$ cat config.mk
export PLATFORM = sky130hd
export DESIGN_NAME = decode_4bpp_rows_with_palette_remap_core_flat
export DESIGN_NICKNAME = d
export VERILOG_FILES = /design/src/hdl/d4r_pkg.sv /design/src/hdl/d4r_intf.sv /design/src/hdl/decode_4bpp_rows_with_palette_remap_core.sv /design/src/flat_wrapper.sv
export SDC_FILE = /design/constraint.sdc
export NUM_CORES = 2
export LEC_CHECK = 0
export ABC_AREA = 1
export BUFFER_PORTS_ARGS = -buffer_cell sky130_fd_sc_hd__buf_2
export CAP_MARGIN = 20
export CORE_UTILIZATION = 25
export DETAILED_ROUTE_END_ITERATION = 12
export PLACE_DENSITY = 0.5
export SYNTH_ARGS = -nofsm -noshare
export SYNTH_HDL_FRONTEND = slang
export SYNTH_SLANG_ARGS = --single-unit
$ cat constraint.sdc
create_clock -name clk_i -period 7.8 [get_ports clk_i]
set_input_delay 1.17 -clock clk_i [delete_from_list [all_inputs] [get_ports clk_i]]
set_output_delay 1.17 -clock clk_i [all_outputs]
set_load 0.02 [all_outputs]
$ cat src/hdl/d4r_pkg.sv
// Shared types, constants and tables for the 4-bit indexed row decoder.
// No dependencies; every other file of the block imports this package.
`timescale 1ns / 1ps

package d4r_pkg;

  localparam int unsigned MaxDimDefault = 2048;
  localparam int unsigned NumEntries    = 16;
  localparam int unsigned EntryW        = 4;
  localparam int unsigned ChanW         = 8;
  localparam int unsigned CfgDataW      = 12;
  localparam int unsigned CfgIdxW       = 2;
  localparam int unsigned AddrW         = 22;
  localparam int unsigned DistW         = 18;
  localparam int unsigned SquareW       = 16;
  localparam int unsigned NumLevels     = 4;
  localparam int unsigned LevelW        = 2;

  typedef enum logic {
    KindPalette = 1'b0,
    KindData    = 1'b1
  } kind_e;

  typedef enum logic [CfgIdxW-1:0] {
    CfgImageWidth  = 2'd0,
    CfgImageHeight = 2'd1,
    CfgRowsBottomUp = 2'd2
  } cfg_idx_e;

  // Component intensities used by the fixed color set.
  localparam logic [ChanW-1:0] LevelValue [NumLevels] = '{8'h00, 8'h55, 8'hAA, 8'hFF};

  // Level codes of each fixed color, ordered red, green, blue.
  localparam logic [LevelW-1:0] CgaLevel [NumEntries][3] = '{
    '{2'd0, 2'd0, 2'd0}, '{2'd0, 2'd0, 2'd2}, '{2'd0, 2'd2, 2'd0}, '{2'd0, 2'd2, 2'd2},
    '{2'd2, 2'd0, 2'd0}, '{2'd2, 2'd0, 2'd2}, '{2'd2, 2'd1, 2'd0}, '{2'd2, 2'd2, 2'd2},
    '{2'd1, 2'd1, 2'd1}, '{2'd1, 2'd1, 2'd3}, '{2'd1, 2'd3, 2'd1}, '{2'd1, 2'd3, 2'd3},
    '{2'd3, 2'd1, 2'd1}, '{2'd3, 2'd1, 2'd3}, '{2'd3, 2'd3, 2'd1}, '{2'd3, 2'd3, 2'd3}
  };

  typedef struct packed {
    logic [AddrW-1:0]  addr;
    logic [EntryW-1:0] color;
    logic              last_item;
    logic              last_image;
  } pixel_t;

endpackage

$ cat src/hdl/d4r_intf.sv
// Handshake channel interfaces of the row decoder: input beats, pixel results
// and register writes. Depends on d4r_pkg for field widths and codes.
`timescale 1ns / 1ps

interface d4r_in_if;
  import d4r_pkg::*;
  logic              valid;
  logic              ready;
  kind_e             kind;
  logic [EntryW-1:0] entry_index;
  logic [ChanW-1:0]  blue;
  logic [ChanW-1:0]  green;
  logic [ChanW-1:0]  red;
  logic [ChanW-1:0]  data_byte;
  modport source (output valid, kind, entry_index, blue, green, red, data_byte,
                  input ready);
  modport sink (input valid, kind, entry_index, blue, green, red, data_byte,
                output ready);
endinterface

interface d4r_out_if;
  import d4r_pkg::*;
  logic              valid;
  logic              ready;
  logic [AddrW-1:0]  pixel_address;
  logic [EntryW-1:0] pixel_color;
  logic              last_of_item;
  logic              last_of_image;
  modport source (output valid, pixel_address, pixel_color, last_of_item, last_of_image,
                  input ready);
  modport sink (input valid, pixel_address, pixel_color, last_of_item, last_of_image,
                output ready);
endinterface

interface d4r_cfg_if;
  import d4r_pkg::*;
  logic                valid;
  logic                ready;
  logic [CfgIdxW-1:0]  index;
  logic [CfgDataW-1:0] data;
  modport source (output valid, index, data, input ready);
  modport sink (input valid, index, data, output ready);
endinterface

$ cat src/hdl/decode_4bpp_rows_with_palette_remap_core.sv
// Top level of the 4-bit indexed row decoder with palette remap to the fixed colors.
// Depends on d4r_pkg and the channel interfaces in d4r_intf.sv.
// A result passes the input register, the work register and the result buffer before it is presented.
// Throughput: one input beat per cycle while the result port is not stalled; a data byte's
// pixel results (one or two) leave one at a time through the single result port, and the input waits for them.
// Reset: the color map reads as zero, position restarts, registers go to width 1,
// height 1, bottom-up rows. There is no clearing pass.
`timescale 1ns / 1ps

module decode_4bpp_rows_with_palette_remap_core #(
  parameter int unsigned MaxDimension = d4r_pkg::MaxDimDefault
) (
  input  logic            clk_i,
  input  logic            rst_ni,
  d4r_in_if.sink          in_i,
  d4r_out_if.source       out_o,
  d4r_cfg_if.sink         cfg_i
);
  import d4r_pkg::*;

  localparam int unsigned DimW      = $clog2(MaxDimension + 1);
  localparam int unsigned StrideMax = ((MaxDimension + 1) / 2 + 3) / 4 * 4;
  localparam int unsigned ByteW     = $clog2(StrideMax + 1);
  localparam int unsigned ProdW     = 2 * DimW;
  localparam int unsigned SumW      = (ProdW + 1 > AddrW) ? ProdW + 1 : AddrW;
  localparam logic [CfgDataW:0] MaxDimExt = (CfgDataW + 1)'(MaxDimension);

  // Configuration registers and clamped dimensions.
  logic [CfgDataW-1:0] width_q, height_q;
  logic                bottom_up_q;
  logic [DimW-1:0]     dim_w, dim_h;

  always_comb begin
    logic [CfgDataW:0] wx, hx;
    wx = {1'b0, width_q};
    hx = {1'b0, height_q};
    if (wx == '0) begin
      dim_w = DimW'(1);
    end else if (wx > MaxDimExt) begin
      dim_w = MaxDimExt[DimW-1:0];
    end else begin
      dim_w = wx[DimW-1:0];
    end
    if (hx == '0) begin
      dim_h = DimW'(1);
    end else if (hx > MaxDimExt) begin
      dim_h = MaxDimExt[DimW-1:0];
    end else begin
      dim_h = hx[DimW-1:0];
    end
  end

  // Input register.
  logic              a_valid_q;
  kind_e             a_kind_q;
  logic [EntryW-1:0] a_entry_q;
  logic [ChanW-1:0]  a_blue_q, a_green_q, a_red_q, a_byte_q;
  logic              a_ready, a_adv;

  // Work register.
  logic              b_valid_q;
  kind_e             b_kind_q;
  logic [EntryW-1:0] b_entry_q;
  logic [DistW-1:0]  b_dist_q [NumEntries];
  logic [ProdW-1:0]  b_prod_q;
  logic [DimW-1:0]   b_x0_q;
  logic [ChanW-1:0]  b_byte_q;
  logic [1:0]        b_n_q;
  logic [1:0]        b_li_q;
  logic              b_ready, b_adv, b_load_c;

  // Result buffer, head entry first.
  logic [1:0]        c_cnt_q;
  pixel_t            c_e0_q, c_e1_q;
  logic              c_free, c_pop;

  // Pixel position state.
  logic [ByteW-1:0]  byte_in_row_q;
  logic [DimW-1:0]   row_count_q;
  logic              image_done_q;

  // Color map storage.
  logic [EntryW-1:0] cmap_mem [NumEntries];
  logic [NumEntries-1:0] cmap_vld_q;

  assign c_pop    = (c_cnt_q != 2'd0) && out_o.ready;
  assign c_free   = (c_cnt_q == 2'd0) || ((c_cnt_q == 2'd1) && out_o.ready);
  assign b_adv    = b_valid_q && ((b_kind_q == KindPalette) || (b_n_q == 2'd0) || c_free);
  assign b_load_c = b_adv && (b_kind_q == KindData) && (b_n_q != 2'd0);
  assign b_ready  = !b_valid_q || b_adv;
  assign a_adv    = a_valid_q && b_ready;
  assign a_ready  = !a_valid_q || a_adv;

  assign in_i.ready  = a_ready;
  assign cfg_i.ready = 1'b1;

  assign out_o.valid         = c_cnt_q != 2'd0;
  assign out_o.pixel_address = c_e0_q.addr;
  assign out_o.pixel_color   = c_e0_q.color;
  assign out_o.last_of_item  = c_e0_q.last_item;
  assign out_o.last_of_image = c_e0_q.last_image;

  // Palette distances from the input register.
  logic [DistW-1:0] sq_dist [NumEntries];

  always_comb begin
    logic [SquareW-1:0] sq_r [NumLevels];
    logic [SquareW-1:0] sq_g [NumLevels];
    logic [SquareW-1:0] sq_b [NumLevels];
    logic [ChanW-1:0]   mr, mg, mb;
    for (int l = 0; l < NumLevels; l++) begin
      mr = (a_red_q >= LevelValue[l]) ? a_red_q - LevelValue[l] : LevelValue[l] - a_red_q;
      mg = (a_green_q >= LevelValue[l]) ? a_green_q - LevelValue[l]
                                        : LevelValue[l] - a_green_q;
      mb = (a_blue_q >= LevelValue[l]) ? a_blue_q - LevelValue[l]
                                       : LevelValue[l] - a_blue_q;
      sq_r[l] = SquareW'(mr) * SquareW'(mr);
      sq_g[l] = SquareW'(mg) * SquareW'(mg);
      sq_b[l] = SquareW'(mb) * SquareW'(mb);
    end
    for (int i = 0; i < NumEntries; i++) begin
      sq_dist[i] = DistW'(sq_r[CgaLevel[i][0]]) + DistW'(sq_g[CgaLevel[i][1]])
                 + DistW'(sq_b[CgaLevel[i][2]]);
    end
  end

  // Pixel placement for a data byte in the input register.
  logic [ByteW-1:0] pix_bytes, stride, bir_next;
  logic [DimW-1:0]  y_pos, x0, x1, w_m1, row_next;
  logic             active, last_row, wrap;
  logic [1:0]       n_res;
  logic [1:0]       li;

  always_comb begin
    logic [DimW:0]  w_p1;
    logic [ByteW:0] rb_p3;
    w_p1      = {1'b0, dim_w} + 1'b1;
    pix_bytes = ByteW'(w_p1 >> 1);
    rb_p3     = {1'b0, pix_bytes} + (ByteW + 1)'(3);
    stride    = ByteW'({rb_p3[ByteW:2], 2'b00});
    w_m1      = dim_w - 1'b1;
    active    = !image_done_q && (byte_in_row_q < pix_bytes);
    y_pos     = bottom_up_q ? (dim_h - 1'b1 - row_count_q) : row_count_q;
    x0        = DimW'({byte_in_row_q, 1'b0});
    x1        = x0 + 1'b1;
    last_row  = row_count_q == (dim_h - 1'b1);
    li[0]     = last_row && (x0 == w_m1);
    li[1]     = last_row && (x1 == w_m1);
    if (!active) begin
      n_res = 2'd0;
    end else if (x1 != dim_w) begin
      n_res = 2'd2;
    end else begin
      n_res = 2'd1;
    end
    bir_next = byte_in_row_q + 1'b1;
    wrap     = bir_next >= stride;
    row_next = row_count_q + 1'b1;
  end

  // Nearest color over the registered distances, lowest index on ties.
  logic [EntryW-1:0] best_idx;

  always_comb begin
    logic [DistW-1:0]  md [NumEntries];
    logic [EntryW-1:0] mi [NumEntries];
    for (int i = 0; i < NumEntries; i++) begin
      md[i] = b_dist_q[i];
      mi[i] = EntryW'(i);
    end
    for (int s = 1; s < NumEntries; s = s * 2) begin
      for (int j = 0; j < NumEntries; j = j + 2 * s) begin
        if (md[j + s] < md[j]) begin
          md[j] = md[j + s];
          mi[j] = mi[j + s];
        end
      end
    end
    best_idx = mi[0];
  end

  // Pixel addresses for the data byte in the work register.
  logic [SumW-1:0] addr0, addr1;
  assign addr0 = SumW'(b_prod_q) + SumW'(b_x0_q);
  assign addr1 = addr0 + 1'b1;

  logic [EntryW-1:0] nib_hi, nib_lo;
  assign nib_hi = b_byte_q[7:4];
  assign nib_lo = b_byte_q[3:0];

  // Control state.
  always_ff @(posedge clk_i or negedge rst_ni) begin
    if (!rst_ni) begin
      width_q       <= CfgDataW'(1);
      height_q      <= CfgDataW'(1);
      bottom_up_q   <= 1'b1;
      a_valid_q     <= 1'b0;
      b_valid_q     <= 1'b0;
      c_cnt_q       <= 2'd0;
      byte_in_row_q <= '0;
      row_count_q   <= '0;
      image_done_q  <= 1'b0;
      cmap_vld_q    <= '0;
    end else begin
      if (a_ready) begin
        a_valid_q <= in_i.valid;
      end
      if (b_ready) begin
        b_valid_q <= a_valid_q;
      end
      if (b_load_c) begin
        c_cnt_q <= b_n_q;
      end else if (c_pop) begin
        c_cnt_q <= c_cnt_q - 1'b1;
      end
      if (b_adv && (b_kind_q == KindPalette)) begin
        cmap_vld_q[b_entry_q] <= 1'b1;
      end
      if (cfg_i.valid) begin
        unique case (cfg_i.index)
          CfgImageWidth: begin
            width_q       <= cfg_i.data;
            byte_in_row_q <= '0;
            row_count_q   <= '0;
            image_done_q  <= 1'b0;
          end
          CfgImageHeight: begin
            height_q      <= cfg_i.data;
            byte_in_row_q <= '0;
            row_count_q   <= '0;
            image_done_q  <= 1'b0;
          end
          CfgRowsBottomUp: begin
            bottom_up_q   <= cfg_i.data[0];
            byte_in_row_q <= '0;
            row_count_q   <= '0;
            image_done_q  <= 1'b0;
          end
          default: begin
          end
        endcase
      end else if (a_adv && (a_kind_q == KindData) && !image_done_q) begin
        if (wrap) begin
          byte_in_row_q <= '0;
          row_count_q   <= row_next;
          image_done_q  <= row_next >= dim_h;
        end else begin
          byte_in_row_q <= bir_next;
        end
      end
    end
  end

  // Payload registers and color map storage.
  always_ff @(posedge clk_i) begin
    if (a_ready && in_i.valid) begin
      a_kind_q  <= in_i.kind;
      a_entry_q <= in_i.entry_index;
      a_blue_q  <= in_i.blue;
      a_green_q <= in_i.green;
      a_red_q   <= in_i.red;
      a_byte_q  <= in_i.data_byte;
    end
    if (a_adv) begin
      b_kind_q  <= a_kind_q;
      b_entry_q <= a_entry_q;
      b_dist_q  <= sq_dist;
      b_prod_q  <= ProdW'(y_pos) * ProdW'(dim_w);
      b_x0_q    <= x0;
      b_byte_q  <= a_byte_q;
      b_n_q     <= (a_kind_q == KindData) ? n_res : 2'd0;
      b_li_q    <= li;
    end
    if (b_adv && (b_kind_q == KindPalette)) begin
      cmap_mem[b_entry_q] <= best_idx;
    end
    if (b_load_c) begin
      c_e0_q.addr       <= addr0[AddrW-1:0];
      c_e0_q.color      <= cmap_vld_q[nib_hi] ? cmap_mem[nib_hi] : '0;
      c_e0_q.last_item  <= b_n_q == 2'd1;
      c_e0_q.last_image <= b_li_q[0];
      c_e1_q.addr       <= addr1[AddrW-1:0];
      c_e1_q.color      <= cmap_vld_q[nib_lo] ? cmap_mem[nib_lo] : '0;
      c_e1_q.last_item  <= 1'b1;
      c_e1_q.last_image <= b_li_q[1];
    end else if (c_pop) begin
      c_e0_q <= c_e1_q;
    end
  end

endmodule
$ cat src/flat_wrapper.sv
// flat-port wrapper written by rule: the top's interface ports become plain ports
module decode_4bpp_rows_with_palette_remap_core_flat import d4r_pkg::*;
#(
  parameter int unsigned MaxDimension = d4r_pkg::MaxDimDefault
)
  (clk_i, rst_ni, in_i_valid, in_i_kind, in_i_entry_index, in_i_blue, in_i_green, in_i_red, in_i_data_byte, in_i_ready, out_o_valid, out_o_pixel_address, out_o_pixel_color, out_o_last_of_item, out_o_last_of_image, out_o_ready, cfg_i_valid, cfg_i_index, cfg_i_data, cfg_i_ready);
  d4r_in_if in_i_i ();
  d4r_out_if out_o_i ();
  d4r_cfg_if cfg_i_i ();
  input  logic clk_i;
  input  logic rst_ni;
  input wire logic [$bits(in_i_i.valid)-1:0] in_i_valid;
  input wire logic [$bits(in_i_i.kind)-1:0] in_i_kind;
  input wire logic [$bits(in_i_i.entry_index)-1:0] in_i_entry_index;
  input wire logic [$bits(in_i_i.blue)-1:0] in_i_blue;
  input wire logic [$bits(in_i_i.green)-1:0] in_i_green;
  input wire logic [$bits(in_i_i.red)-1:0] in_i_red;
  input wire logic [$bits(in_i_i.data_byte)-1:0] in_i_data_byte;
  output wire logic [$bits(in_i_i.ready)-1:0] in_i_ready;
  output wire logic [$bits(out_o_i.valid)-1:0] out_o_valid;
  output wire logic [$bits(out_o_i.pixel_address)-1:0] out_o_pixel_address;
  output wire logic [$bits(out_o_i.pixel_color)-1:0] out_o_pixel_color;
  output wire logic [$bits(out_o_i.last_of_item)-1:0] out_o_last_of_item;
  output wire logic [$bits(out_o_i.last_of_image)-1:0] out_o_last_of_image;
  input wire logic [$bits(out_o_i.ready)-1:0] out_o_ready;
  input wire logic [$bits(cfg_i_i.valid)-1:0] cfg_i_valid;
  input wire logic [$bits(cfg_i_i.index)-1:0] cfg_i_index;
  input wire logic [$bits(cfg_i_i.data)-1:0] cfg_i_data;
  output wire logic [$bits(cfg_i_i.ready)-1:0] cfg_i_ready;
  assign in_i_i.valid = in_i_valid;
  assign in_i_i.kind = in_i_kind;
  assign in_i_i.entry_index = in_i_entry_index;
  assign in_i_i.blue = in_i_blue;
  assign in_i_i.green = in_i_green;
  assign in_i_i.red = in_i_red;
  assign in_i_i.data_byte = in_i_data_byte;
  assign in_i_ready = in_i_i.ready;
  assign out_o_valid = out_o_i.valid;
  assign out_o_pixel_address = out_o_i.pixel_address;
  assign out_o_pixel_color = out_o_i.pixel_color;
  assign out_o_last_of_item = out_o_i.last_of_item;
  assign out_o_last_of_image = out_o_i.last_of_image;
  assign out_o_i.ready = out_o_ready;
  assign cfg_i_i.valid = cfg_i_valid;
  assign cfg_i_i.index = cfg_i_index;
  assign cfg_i_i.data = cfg_i_data;
  assign cfg_i_ready = cfg_i_i.ready;
  decode_4bpp_rows_with_palette_remap_core #(.MaxDimension(MaxDimension)) u_core (.clk_i(clk_i), .rst_ni(rst_ni), .in_i(in_i_i), .out_o(out_o_i), .cfg_i(cfg_i_i));
endmodule
# Yosys cells after proc, flatten, opt, wreduce, memory -nomap -nowiden
# Memories as Yosys holds them, arrays and structs flattened. A register that Yosys moved wholly into a read port is not among the register bits.
# Index checks and enable logic that the tools add are counted.
# Widths: inputs -> output; s select.
# classes
n_reduce_logical	40
n_addsub	57
n_bitwise	2
multipliers	13
order_cmp	36
muxes	73
n_eq_ne	9
# ops
operator	count
$add 18x16->18	16
$lt 18x18->1	15
$mux 18	14
$mul 8x8->16	12
$add 16x16->17	9
$mux 12	9
$mux 8	12
$mux 28	2
$ge 8x8->1 const B	6
$sub 8x8->8 const A	6
$sub 8x8->8 const B	6
$mux 11	4
$add 12x1->12 const B	3
$eq 12x12->1	3
$ge 8x1->1 const B	3
$ge 8x7->1 const B	3
$gt 12x12->1 const B	2
$logic_not 12->1	2
$sub 1x8->8 const A	3
$sub 12x1->12 const B	2
$sub 7x8->8 const A	3
$sub 8x7->8 const B	3
$add 22x1->22 const B	1
$add 22x12->22	1
30 further kinds	90
# totals
n_memories	1
ram_bits	64
register_bits	495
output_inout_bits	31
input_bits	56
wordCells	276
# memory_table
memory	words	word_bits	read_ports	rd_clocked_by_memory_dff	write_ports	line	source
u_core.cmap_mem	16	4	2	2	1	decode_4bpp_rows_with_palette_remap_core.sv:83	logic [EntryW-1:0] cmap_mem [NumEntries];

# Depth between registers and ports, before layout
# logic_depth
depth_word	11
ltp_mapped	47
depth_no_buf	46

# Least setup slack after synthesis
# Ideal clock, no wire load.
# synth_path
path_type	register to register
startpoint	register u_core.a_green_q[0]
endpoint	register u_core.b_dist_q[124] (netlist bit), data pin
path_stages_with_launch	44
period_less_slack_ns	8.190
setup_slack_ns	-0.390
setup_ns	0.266
path_buffers	1
arrival_time_ns	7.924
path_cell_list	edfxtp_1 inv_1 clkbuf_1 ha_1 o21ai_1 a21oi_1 o21ai_1 nor2_1 inv_1 nand2_1 o21ai_1 xor2_1 or2_2 fa_1 fa_1 inv_1 ha_1 inv_1 [8 not listed] o21bai_1 nand2_1 nand2_1 a21oi_1 inv_1 a21oi_1 nor2_1 nor2_1 xor2_1 ha_1 a21oi_1 nand2_1 xor2_1 ha_1 nand4_1 o221ai_1 a21oi_1 xor2_1
# synth_rtl
element	line	source
start: declaration	decode_4bpp_rows_with_palette_remap_core.sv:57	logic [ChanW-1:0] a_blue_q, a_green_q, a_red_q, a_byte_q;
start signal: assignment	decode_4bpp_rows_with_palette_remap_core.sv:260	a_green_q <= in_i.green;
end signal: assignment	decode_4bpp_rows_with_palette_remap_core.sv:267	b_dist_q <= sq_dist;
end: declaration	decode_4bpp_rows_with_palette_remap_core.sv:64	logic [DistW-1:0] b_dist_q [NumEntries];

# Worst setup path after layout
# layout_path
startpoint	register u_core.height_q[2]
endpoint	register u_core.b_prod_q[21], data pin
# layout_via
elab_chain_cells	7
elab_cells_between_ends	8
# layout_rtl
element	line	source
start: declaration	decode_4bpp_rows_with_palette_remap_core.sv:29	logic [CfgDataW-1:0] width_q, height_q;
start signal: assignment	decode_4bpp_rows_with_palette_remap_core.sv:195	height_q <= CfgDataW'(1);
start signal: assignment	decode_4bpp_rows_with_palette_remap_core.sv:228	height_q <= cfg_i.data;
$gt 12x12->1	decode_4bpp_rows_with_palette_remap_core.sv:46	end else if (hx > MaxDimExt) begin
$mux 12	decode_4bpp_rows_with_palette_remap_core.sv:46	
$mux 12 (*)	decode_4bpp_rows_with_palette_remap_core.sv:44	if (hx == '0) begin
$sub 12x1->12 (*)	decode_4bpp_rows_with_palette_remap_core.sv:143	y_pos = bottom_up_q ? (dim_h - 1'b1 - row_count_q) : row_count_q;
$sub 12x12->12 (*)	decode_4bpp_rows_with_palette_remap_core.sv:143	
$mux 12 (*)	decode_4bpp_rows_with_palette_remap_core.sv:143	
$mul 12x12->22 (*)	decode_4bpp_rows_with_palette_remap_core.sv:268	b_prod_q <= ProdW'(y_pos) * ProdW'(dim_w);
end signal: assignment	decode_4bpp_rows_with_palette_remap_core.sv:268	
end: declaration	decode_4bpp_rows_with_palette_remap_core.sv:65	logic [ProdW-1:0] b_prod_q;
# Mark *: on every way between the ends. The rest lies on a longest branch, timed or not.
# A chain may end at the register's enable or synchronous reset.

==> results.py <==
metrics = {
    "yosys": {
        "synth_enable_flop_cells": 472,
        "synth_top_family_by_area": "adder cells",
        "post_synth_and_or_nand_nor_area_fraction_pct": 13.5,
        "yosysSeqAreaShare_pct": 23.3,
        "synth.yosys.warnings": 0,
        "ys_types": 71,
        "syn_inst_count": 8379,
        "post_synth_fa_ha_maj_area_fraction_pct": 32.4,
        "synth_area_per_cell_um2": 8.20,
        "multiplexer_fraction_of_the_synthesized_cell_area_pct": 0.0601,
        "synthXorXnorAreaFrac_pct": 8.72,
        "postSynth.topFlopCell": "edfxtp_1",
        "postSynth.asyncResetShare_pct": 12.7,
        "synth-compound-area-share_pct": 12.3,
        "netlist_area_mm2": 0.0687,
        "synth-seq-cells": 545,
    },
    "routing": {
        "drt_pass1_iterations": 7,
        "initialDrtViolationCount": 3032,
        "antenna_violating_nets_post_route": 0,
        "vias_per_cell": 4.45,
        "total_vias_in_the_final_route": 59300,
        "route.detailed.wl_per_inst_um": 16.2,
        "wirelength_um": 215000,
        "drc": 0,
    },
    "worst_setup_path": {
        "worst_path_required_time_ns": 8.26,
        "r2r_cells": 44,
        "destination_of_the_worst_register_to_register_timing_path": "u_core.b_prod_q[21]$_DFFE_PP_",
        "worstSetupEndpointType": "flop",
        "r2r_slack_ns": -0.02,
        "critical_path.reg2reg.startpoint": "u_core.height_q[2]$_DFFE_PN0P_",
        "arrival_ns": 8.28,
        "path_delay_family": "adder cells",
        "critPathKind": "flop to flop",
        "critical_path.max_fanout": 6,
        "cpMaxStageDelayCell": "fa_1",
        "cpPeakStageDelay_ns": 0.57,
        "crit_start": "u_core.height_q[2]$_DFFE_PN0P_",
        "critical_path.n_buffers_inverters": 7,
        "setup.worst_path.start_class": "flop",
    },
    "cts": {
        "clockBufferDepth": 3,
        "cts_buffers": 74,
        "worst_skew_pair.late_latency_ns": 0.70,
        "tritoncts": "done",
        "clkSinkCount": 545,
        "clk_pin_slew_ns": 0.06,
        "clock_tree.htree_level_count": 3,
        "root_buffer": "clkbuf_16",
        "ctsHoldBuffers": 0,
    },
    "run": {
        "max-cap-violations": 0,
    },
    "timing": {
        "report.final.slew_viol_count": 0,
        "timing.final.crit_share_pct": 100,
        "setup_tns_ns": -0.0237,
        "setup-violations-final": 1,
        "layout_setup_ws_ns": -0.0237,
        "finalHoldViolCount": 0,
        "max-slew-margin-rel_pct": 33.0,
        "worst_pin_slew_ns": 1.00,
        "fmax_ghz": 0.128,
        "final_period_minus_worst_setup_slack_ns": 7.82,
        "rsz_0062_raised_after_global_routing": "yes",
        "worst_clock_skew_ns": 0.0678,
    },
    "cells_and_area": {
        "finish.cell_count_without_fillers": 13300,
        "finish.utilization_pct": 32.9,
        "area_growth_syn_to_layout_pct": 30.9,
        "fin_nets": 11300,
        "drive_above_1_share_pct": 24.2,
    },
    "placed_design": {
        "placement.io_buffers": 85,
        "place.detailed.instances": 13100,
        "preCtsSetupSlack_ns": -0.604,
        "place.detailed.hpwl_um": 180000,
        "gpl.final_weighted_congestion": 0.914,
    },
    "floorplan": {
        "initial_utilization_pct": 25.1,
        "io_pins": 87,
        "floorplan.rows": 192,
        "die_height_um": 526,
        "die-area_mm2": 0.277,
        "dieWidth_um": 526,
        "floorplan.core_area_mm2": 0.273,
    },
    "grt": {
        "grt_antenna_before_repair": 3,
        "grt_pass1_wl_um": 330000,
        "number_of_global_route_vias_before_repair": 60400,
        "globalRouteTotalUtil_pct": 15.1,
        "grt.overflow.total": 0,
        "grt_start_max_net_pins": 119,
    },
    "outcome": {
        "violations": "setup timing",
        "status": "finished with violations",
    },
    "min_path": {
        "worst_hold_path_type": "input port to asynchronous set/reset pin",
    },
}
what timing repair did:
action | in CTS | in global routing
pin swaps | 72 | 328
gates resized for setup | 153 | 878
cloned | 0 | 3
setup endpoints to repair | 134 | 175
setup buffers | 33 | 103
worst reg2reg max path, delay by kind of cell (launching register included):
kind	cells	cell delay, ns
DFF	1	0.41
adders and majority gates	7	3.09
xor gates and xnor gates	3	0.44
buffers and inverters	7	0.59
and+or+nand+nor	20	2.09
AOI/OAI and AO/OA	7	0.98
stage by stage:
| step | hold WS (ns) | cell area [µm²] |
|---|---|---|
| 2_1_floorplan | 0.400 | 68800 |
| 3_3_place_gp | 0.412 | 82000 |
| 3_5_place_dp | 0.409 | 82000 |
| 4_1_cts | 0.209 | 85300 |
| 5_1_grt | 0.228 | 90000 |
| 6_report | 0.270 | 90000 |
Yosys cell counts, types with 66 or more instances:
master    number  area, µm²
a21oi_1      754       3770
fa_1         416       8330
clkbuf_1     126        473
ha_1        1111      13900
nor2_1       552       2070
xor2_1       505       4420
nand3_1      242       1210
edfxtp_1     472      14200
xnor2_1      179       1570
o21ai_1       70        350
o21ai_0      518       2590
dfrtp_1       66       1650
nand2_1     1306       4900
inv_1       1569       5890
cells in the final DEF, fill, tap and decap left out, drive strengths merged, types with 16 or more instances in the layout:
cell and instances:
o21ai 590, o21bai 61, nand2 1312, nand4 39, o22ai 19, o211ai 21, dfrtp 66, o221ai 16
a21o 36, fa 416, buf 1381, clkbuf 92, nor3 47, xnor2 179, nor2 564, xor2 505
nand3 246, clkinv 42, inv 1608, a21oi 756, ha 1111, edfxtp 472
registers in the layout, summed over array words and instances (netlist names), 4 cells and up, named ones only:
name	cells
u_core.a_red_q	8
u_core.b_entry_q	4
u_core.cmap_mem	64
u_core.b_byte_q	8
u_core.a_byte_q	8
u_core.b_prod_q	22
u_core.width_q	12
u_core.cmap_vld_q	16
u_core.row_count_q	12
u_core.a_entry_q	4
u_core.out_o.pixel_address	22
u_core.b_dist_q	266
u_core.b_x0_q	11
u_core.height_q	12
u_core.out_o.pixel_color	4
u_core.c_e1_q	27
u_core.a_green_q	8
u_core.byte_in_row_q	11
u_core.a_blue_q	8
cell type report:
type	count	area [µm²]
timing repair buffer	1382	10500
clock inverter	41	463
multi-input combinational	6070	50400
inverter	1618	6120
sequential	545	16000
antenna	1	2.50
tap	3589	4490
clock buffer	92	1980
fill	28400	183000
per-layer routing:
layer	track usage, %	wire length (µm)	up-vias
met2	26.1	102000	949
met1	19.9	99400	28200
met3	1.21	6690	257
met4	4.77	7460	0
li1	-	-	29900
met5	0	0	-
worst max-delay path by stage:
stage,end,slack (ns),cells after the start
2_1_floorplan,u_core.b_dist_q[124]$_DFFE_PP_,-0.02,41
3_3_place_gp,u_core.b_prod_q[21]$_DFFE_PP_,-0.76,42
3_5_place_dp,u_core.b_prod_q[21]$_DFFE_PP_,-0.60,43
4_1_cts,u_core.b_prod_q[21]$_DFFE_PP_,-0.13,45
5_1_grt,u_core.b_prod_q[21]$_DFFE_PP_,-0.48,46
6_report,u_core.b_prod_q[21]$_DFFE_PP_,-0.02,44
cell families after synthesis:
family	after synthesis
mux	4
buf+inv	1775
other cells	2
fa+ha+maj	1527
compound gates	1570
simple gates	2272
xor+xnor	684
flops	545
Power is left out: the tool's default activity adds up to more than one toggle a clock period on the data nets, which glitch-free logic cannot reach.
